`config.mk`:
```
export PLATFORM = sky130hd
export DESIGN_NAME = kts_mul
export DESIGN_NICKNAME = d
export VERILOG_FILES = /design/src/hdl/kts_pkg.sv /design/src/hdl/kts_mul.sv
export SDC_FILE = /design/constraint.sdc
export NUM_CORES = 2
export LEC_CHECK = 0
export BUFFER_PORTS_ARGS = -buffer_cell sky130_fd_sc_hd__buf_2
export CAP_MARGIN = 20
export CORE_UTILIZATION = 30
export CTS_CLUSTER_SIZE = 10
export DETAILED_ROUTE_END_ITERATION = 6
export GPL_TIMING_DRIVEN = 0
export PLACE_DENSITY = 0.43
export SYNTH_ARGS = -nofsm -noshare
export SYNTH_HDL_FRONTEND = slang
export SYNTH_SLANG_ARGS = --single-unit
```
`constraint.sdc`:
```
create_clock -name clock -period 12.5 [get_ports clock]
set_input_delay 2.5 -clock clock [delete_from_list [all_inputs] [get_ports clock]]
set_output_delay 2.5 -clock clock [all_outputs]
set_load 0.02 [all_outputs]
```
`src/hdl/kts_pkg.sv`:
```
// keyframe track sampler: shared types, widths and register codes
// no dependencies; used by the top level and kts_mul

package kts_pkg;

   localparam int MAX_FRAMES_DEF = 1024;

   // field widths
   localparam int COMP_W  = 32;
   localparam int SLOT_W  = 10;
   localparam int TIME_W  = 32;
   localparam int COUNT_W = 11;
   localparam int RATE_W  = 26;
   localparam int FRAC_W  = 16;
   localparam int LANES   = 4;
   localparam int KEY_W   = COMP_W * LANES;

   // phase: time * rate has 32 fraction bits and RATE_W integer bits
   localparam int PHASE_FRAC_W = 32;
   localparam int PHASE_INT_W  = TIME_W + RATE_W - PHASE_FRAC_W;
   localparam int DIV_CNT_W    = $clog2(PHASE_INT_W);

   // shared multiplier operand widths (signed)
   localparam int MUL_A_W = COMP_W + 1;
   localparam int MUL_B_W = RATE_W + 1;
   localparam int MUL_P_W = MUL_A_W + MUL_B_W;

   // csr port
   localparam int CSR_IDX_W  = 2;
   localparam int CSR_DATA_W = RATE_W;
   localparam logic [CSR_IDX_W-1:0] CSR_FRAME_COUNT = 2'd0;
   localparam logic [CSR_IDX_W-1:0] CSR_FRAME_RATE  = 2'd1;
   localparam logic [CSR_IDX_W-1:0] CSR_WRAP_ENABLE = 2'd2;

   localparam logic [COUNT_W-1:0] FRAME_COUNT_RST = 11'd1;
   localparam logic [RATE_W-1:0]  FRAME_RATE_RST  = 26'd1966080;
   localparam logic               WRAP_ENABLE_RST = 1'b1;

   localparam logic MODE_LOAD   = 1'b0;
   localparam logic MODE_SAMPLE = 1'b1;

   typedef struct packed {
      logic                     mode;
      logic [SLOT_W-1:0]        frame_slot;
      logic signed [COMP_W-1:0] comp_x;
      logic signed [COMP_W-1:0] comp_y;
      logic signed [COMP_W-1:0] comp_z;
      logic signed [COMP_W-1:0] comp_w;
      logic [TIME_W-1:0]        sample_time;
   } req_type;

   typedef struct packed {
      logic signed [COMP_W-1:0] value_x;
      logic signed [COMP_W-1:0] value_y;
      logic signed [COMP_W-1:0] value_z;
      logic signed [COMP_W-1:0] value_w;
      logic [SLOT_W-1:0]        base_frame;
      logic [FRAC_W-1:0]        blend_fraction;
   } rsp_type;

endpackage

```
`src/hdl/kts_mul.sv`:
```
// shared signed multiplier with registered product
// depends on kts_pkg for operand widths

module kts_mul (
   input  logic                                clock,
   input  logic signed [kts_pkg::MUL_A_W-1:0]  op_a,
   input  logic signed [kts_pkg::MUL_B_W-1:0]  op_b,
   output logic signed [kts_pkg::MUL_P_W-1:0]  prod_ff
);

   logic signed [kts_pkg::MUL_P_W-1:0] prod_in;

   assign prod_in = kts_pkg::MUL_P_W'(op_a) * kts_pkg::MUL_P_W'(op_b);

   always_ff @(posedge clock) begin
      prod_ff <= prod_in;
   end

endmodule
```
### Word level (Yosys, flattened, before mapping)

Index checks and enable logic that the tools add are counted.

* logic and storage cells: 2
* input port bits: 61
* flip-flop bits (word level): 60
* output and inout port bits: 60

* multipliers: 1

Operator list (number)
* 33-bit by 27-bit multiplier with 60-bit output: 1

### Depth between registers and ports, before layout

* depth in word-level cells: 1
* gate-level depth with buffers: 27
* mapped depth without buffers: 24

### Least setup slack after synthesis

No wires, ideal clock.

* path type: input-to-reg
* start point: input port op_a[32] (netlist bit)
* end point: register prod_ff[56] (netlist bit)
* arrival time: 9.052 ns
* stages on the path: 21
* slack: 3.353 ns
* path buffers: 1
* library setup time: 0.095 ns
* path through: clkbuf_1 > nand2_1 > inv_1 > fa_1 > fa_1 > fa_1 > ha_1 > inv_1 > fa_1 > fa_1 > fa_1 > inv_1 > ha_1 > a21o_1 > a21o_1 > a21oi_1 > o21ai_0 > nor2_1 > or4b_4 > a2111o_1 > o311ai_1

* word-level cells in the longest chain between the ends: 1

Ends and longest elaborated chain
* from (decl): line kts_mul.sv:6 `input logic signed [kts_pkg::MUL_A_W-1:0] op_a,`
* 33-bit by 27-bit multiplier with 60-bit output: line kts_mul.sv:13 `assign prod_in = kts_pkg::MUL_P_W'(op_a) * kts_pkg::MUL_P_W'(op_b);`
* via prod_in (one bit): line kts_mul.sv:11 `logic signed [kts_pkg::MUL_P_W-1:0] prod_in;`
* to (signal assigned): line kts_mul.sv:16 `prod_ff <= prod_in;`
* to (decl): line kts_mul.sv:8 `output logic signed [kts_pkg::MUL_P_W-1:0] prod_ff`

The timed path passes the listed nets, and every way through them passes these cells.

### Worst setup path after layout

* start point: input port op_b[0] (netlist bit)
* end point: register prod_ff[58] (netlist bit)

* word-level cells in the longest chain between the ends: 1

Ends and longest elaborated chain
* from (decl): line kts_mul.sv:7 `input logic signed [kts_pkg::MUL_B_W-1:0] op_b,`
* 33-bit by 27-bit multiplier with 60-bit output: line kts_mul.sv:13
* via prod_in (one bit): line kts_mul.sv:11

The timed path passes the listed nets, and every way through them passes these cells.

==> flow_metrics.tcl <==
set metrics [dict create \
    synth-xor-area-share_pct 1.61 \
    cts_resized 0 \
    synthesis.nets 4717 \
    tns_ns 0 \
    drtAntennaViolNets 0 \
    synth-compound-area-share_pct 3.96 \
    outcome "finished clean" \
    final-seq-area_mm2 0.00120 \
    synthAdderAreaFrac_pct 62.2 \
    port_buffers 108 \
    first_pass_iters 5 \
    maxCapViolations 0 \
    hold_violations 0 \
    crit_path_cell_trace "buf_2, clkbuf_1, nand2_1, inv_1, fa_1, fa_1, fa_1, ha_1, inv_1, fa_1, inv_1, fa_1, fa_1, ha_1, clkbuf_1, nand2_1, nor2_1, nand4b_1, a2111oi_2, nor2_1, a2111oi_0, a21oi_1" \
    synth_area_mm2 0.0327 \
    worst_pin_slew_ns 1.17 \
    cpMostUsedCell "fa_1" \
    maxSlewViolCount 0 \
    start_util_pct 30.4 \
    post_cts_buffers 0 \
    synthArstFlopShare_pct 0 \
    period_share_pct 89.3 \
    worstSetupEndpointType "flip-flop" \
    drc_errors 0 \
    ys_seq_elements 60 \
    area.growth.synth_to_final_pct 8.33 \
    top_regs "prod_ff x60" \
    finalCriticalPeriod_ns 11.16 \
    antenna_found_initial 19 \
    critical-path-slowest-cell "clkbuf_1" \
    critPathArrivalTime_ns 11.37 \
    synth_top_family_by_area "adder cells" \
    largest-register "prod_ff" \
    vias_per_cell 4.71 \
    largest_register_ffs 60 \
    multi_input_area_mm2 0.0273 \
    slew_headroom_pct 22.0 \
    drt_iter0_drc 1368 \
    cpPeakStageDelay_ns 0.83 \
    synth_mux_area_share_pct 0.0612 \
    synth_warnings 0 \
    fp.dieArea_mm2 0.110 \
    setup_violations 0 \
    die_x_um 332 \
    grtUsageTotal_pct 22.5 \
    hold_buffers 0 \
    fp.coreArea_mm2 0.108 \
    grt_max_degree 13 \
    wl_per_cell_um 23.9 \
    gr-total-overflow 0 \
    routed_wl_mm 122 \
    ys.flop_type "dfxtp_1" \
    die_h_um 332 \
    row_count 120 \
    vias 24100 \
    place.gp.congestion 0.949 \
    ioPinCount 121 \
    cp-start-kind "input pin" \
    postSynthCellCount 3575 \
    rsz0062_at_grt "false" \
    ys_seq_area_share_pct 3.67 \
    clk_path_buf_depth 2 \
    syn_avg_cell_area_um2 9.16 \
    synth_cell_types 62 \
    critPathKind "input pin to flip-flop" \
    synth-simple-area-share_pct 15.4 \
    hold_path.class "input pin to flip-flop" \
    cts_root_buf "clkbuf_16" \
    cp_max_fo 11 \
    crit_required_ns 12.71 \
    final_layout_size_suffix_gt1_share_pct 3.83 \
    cts-buffers-inserted 9 \
    dp_hpwl_mm 106 \
    cts_tree "done" \
    synth_edf_count 0 \
    h-tree-depth 3 \
    clk_pin_slew_ns 0.06 \
    nFillCells 11600 \
    fmax_mhz 89.6 \
    grt_pass1_vias 26100 \
    grt_pass1_wl_mm 178 \
    fin_nets 4843 \
    cts.sinks 60 \
]
per-layer routing:
| metal | global-route usage, % | vias up | share of wire [%] |
|---|---|---|---|
| met2 | 39.6 | 663 | 51 |
| met3 | 3.72 | 181 | 5.6 |
| li1 | - | 10400 | - |
| met4 | 8.80 | 10 | 4.8 |
| met1 | 27.4 | 12800 | 39 |
| met5 | 0 | - | 0.060 |
layout by cell type, fill, tap and decap left out, types with 3 or more instances in the layout:
| master | synthesis | layout |
|---|---|---|
| fa_1 | 911 | 911 |
| o21ai_0 | 31 | 31 |
| a221oi_1 | 3 | 3 |
| a211oi_1 | 10 | 10 |
| and2_1 | 388 | 388 |
| clkbuf_1 | 165 | 166 |
| o211ai_1 | 4 | 4 |
| clkbuf_16 | 0 | 9 |
| nor2b_1 | 6 | 6 |
| nand3_1 | 14 | 14 |
| nand4b_1 | 3 | 3 |
| nand4_1 | 12 | 12 |
| buf_8 | 0 | 5 |
| o21ai_1 | 7 | 7 |
| dfxtp_1 | 60 | 60 |
| xnor2_1 | 44 | 44 |
| o21bai_1 | 15 | 15 |
| o21a_1 | 6 | 6 |
| nand2_1 | 515 | 515 |
| buf_1 | 4 | 4 |
| xor2_1 | 16 | 16 |
| inv_1 | 961 | 961 |
| nor2_1 | 58 | 58 |
| nand2b_1 | 11 | 11 |
| a31oi_1 | 5 | 5 |
| and3_1 | 6 | 6 |
| buf_2 | 2 | 110 |
| diode_2 | 0 | 4 |
| nor4_1 | 4 | 4 |
| a2111oi_0 | 6 | 6 |
| ha_1 | 170 | 170 |
| a21oi_1 | 64 | 64 |
| a21o_1 | 26 | 26 |
| nor3_1 | 14 | 14 |
synth_stat cells (3+ instances only):
library cell | n | share of area, %
o211ai_1 | 4 | 0.092
nor4_1 | 4 | 0.076
xnor2_1 | 44 | 1.2
nand2b_1 | 11 | 0.21
o21ai_0 | 31 | 0.47
a211oi_1 | 10 | 0.23
ha_1 | 170 | 6.5
nor3_1 | 14 | 0.21
a221oi_1 | 3 | 0.080
nand4b_1 | 3 | 0.080
a31oi_1 | 5 | 0.096
and2_1 | 388 | 7.4
a21o_1 | 26 | 0.60
o21a_1 | 6 | 0.14
nand3_1 | 14 | 0.21
o21ai_1 | 7 | 0.11
a2111oi_0 | 6 | 0.16
inv_1 | 961 | 11
o21bai_1 | 15 | 0.34
clkbuf_1 | 165 | 1.9
dfxtp_1 | 60 | 3.7
nand4_1 | 12 | 0.23
and3_1 | 6 | 0.11
nand2_1 | 515 | 5.9
fa_1 | 911 | 56
nor2_1 | 58 | 0.67
xor2_1 | 16 | 0.43
a21oi_1 | 64 | 0.98
nor2b_1 | 6 | 0.11
buf_1 | 4 | 0.046
layout make-up:
class,instances,share of cell area (%)
Sequential cell,60,3.39
Antenna cell,4,0.0282
Clock buffer,10,0.646
Timing Repair Buffer,115,1.85
Inverter,962,10.2
Clock inverter,5,0.219
Multi-Input combinational cell,2380,76.9
Tap cell,1403,4.95
Buffer,173,1.87
path summary, 6_finish.rpt:
path                start          end  cells past startpoint
setup / recovery  op_b[0]  prod_ff[58]                     22
hold / removal    op_a[0]   prod_ff[0]                      2
worst max-delay path, delay by kind of cell:
family / cells / cell delay (ns)
adder cells (fa/ha/maj): 8 / 4.11
buffers and inverters: 6 / 1.98
AND/OR/NAND/NOR: 5 / 1.30
AO/OA/AOI/OAI: 3 / 1.46
cell families after synthesis:
family | count (synthesis)
adders and majority gates | 1081
AOI/OAI and AO/OA | 198
buffers and inverters | 1135
xor gates and xnor gates | 60
muxes | 2
and+or+nand+nor | 1039
DFF | 60
per-stage QoR:
step | cells | util, % | hold slack, ns | setup WS (ns) | instance area [um^2]
finish | 5112 | 32.9 | 2.66 | 1.34 | 35500
global route | 5108 | 32.9 | 2.64 | 0.913 | 35500
CTS | 5106 | 32.9 | 2.64 | 1.44 | 35400
detailed placement | 5091 | 32.6 | 2.91 | 1.07 | 35100
global placement | 5086 | 32.5 | 2.91 | 1.10 | 35000
floorplan | 3575 | - | 2.63 | 3.35 | 32700
Power is left out: the tool's default activity adds up to more than one toggle a clock period on the data nets, which glitch-free logic cannot reach.
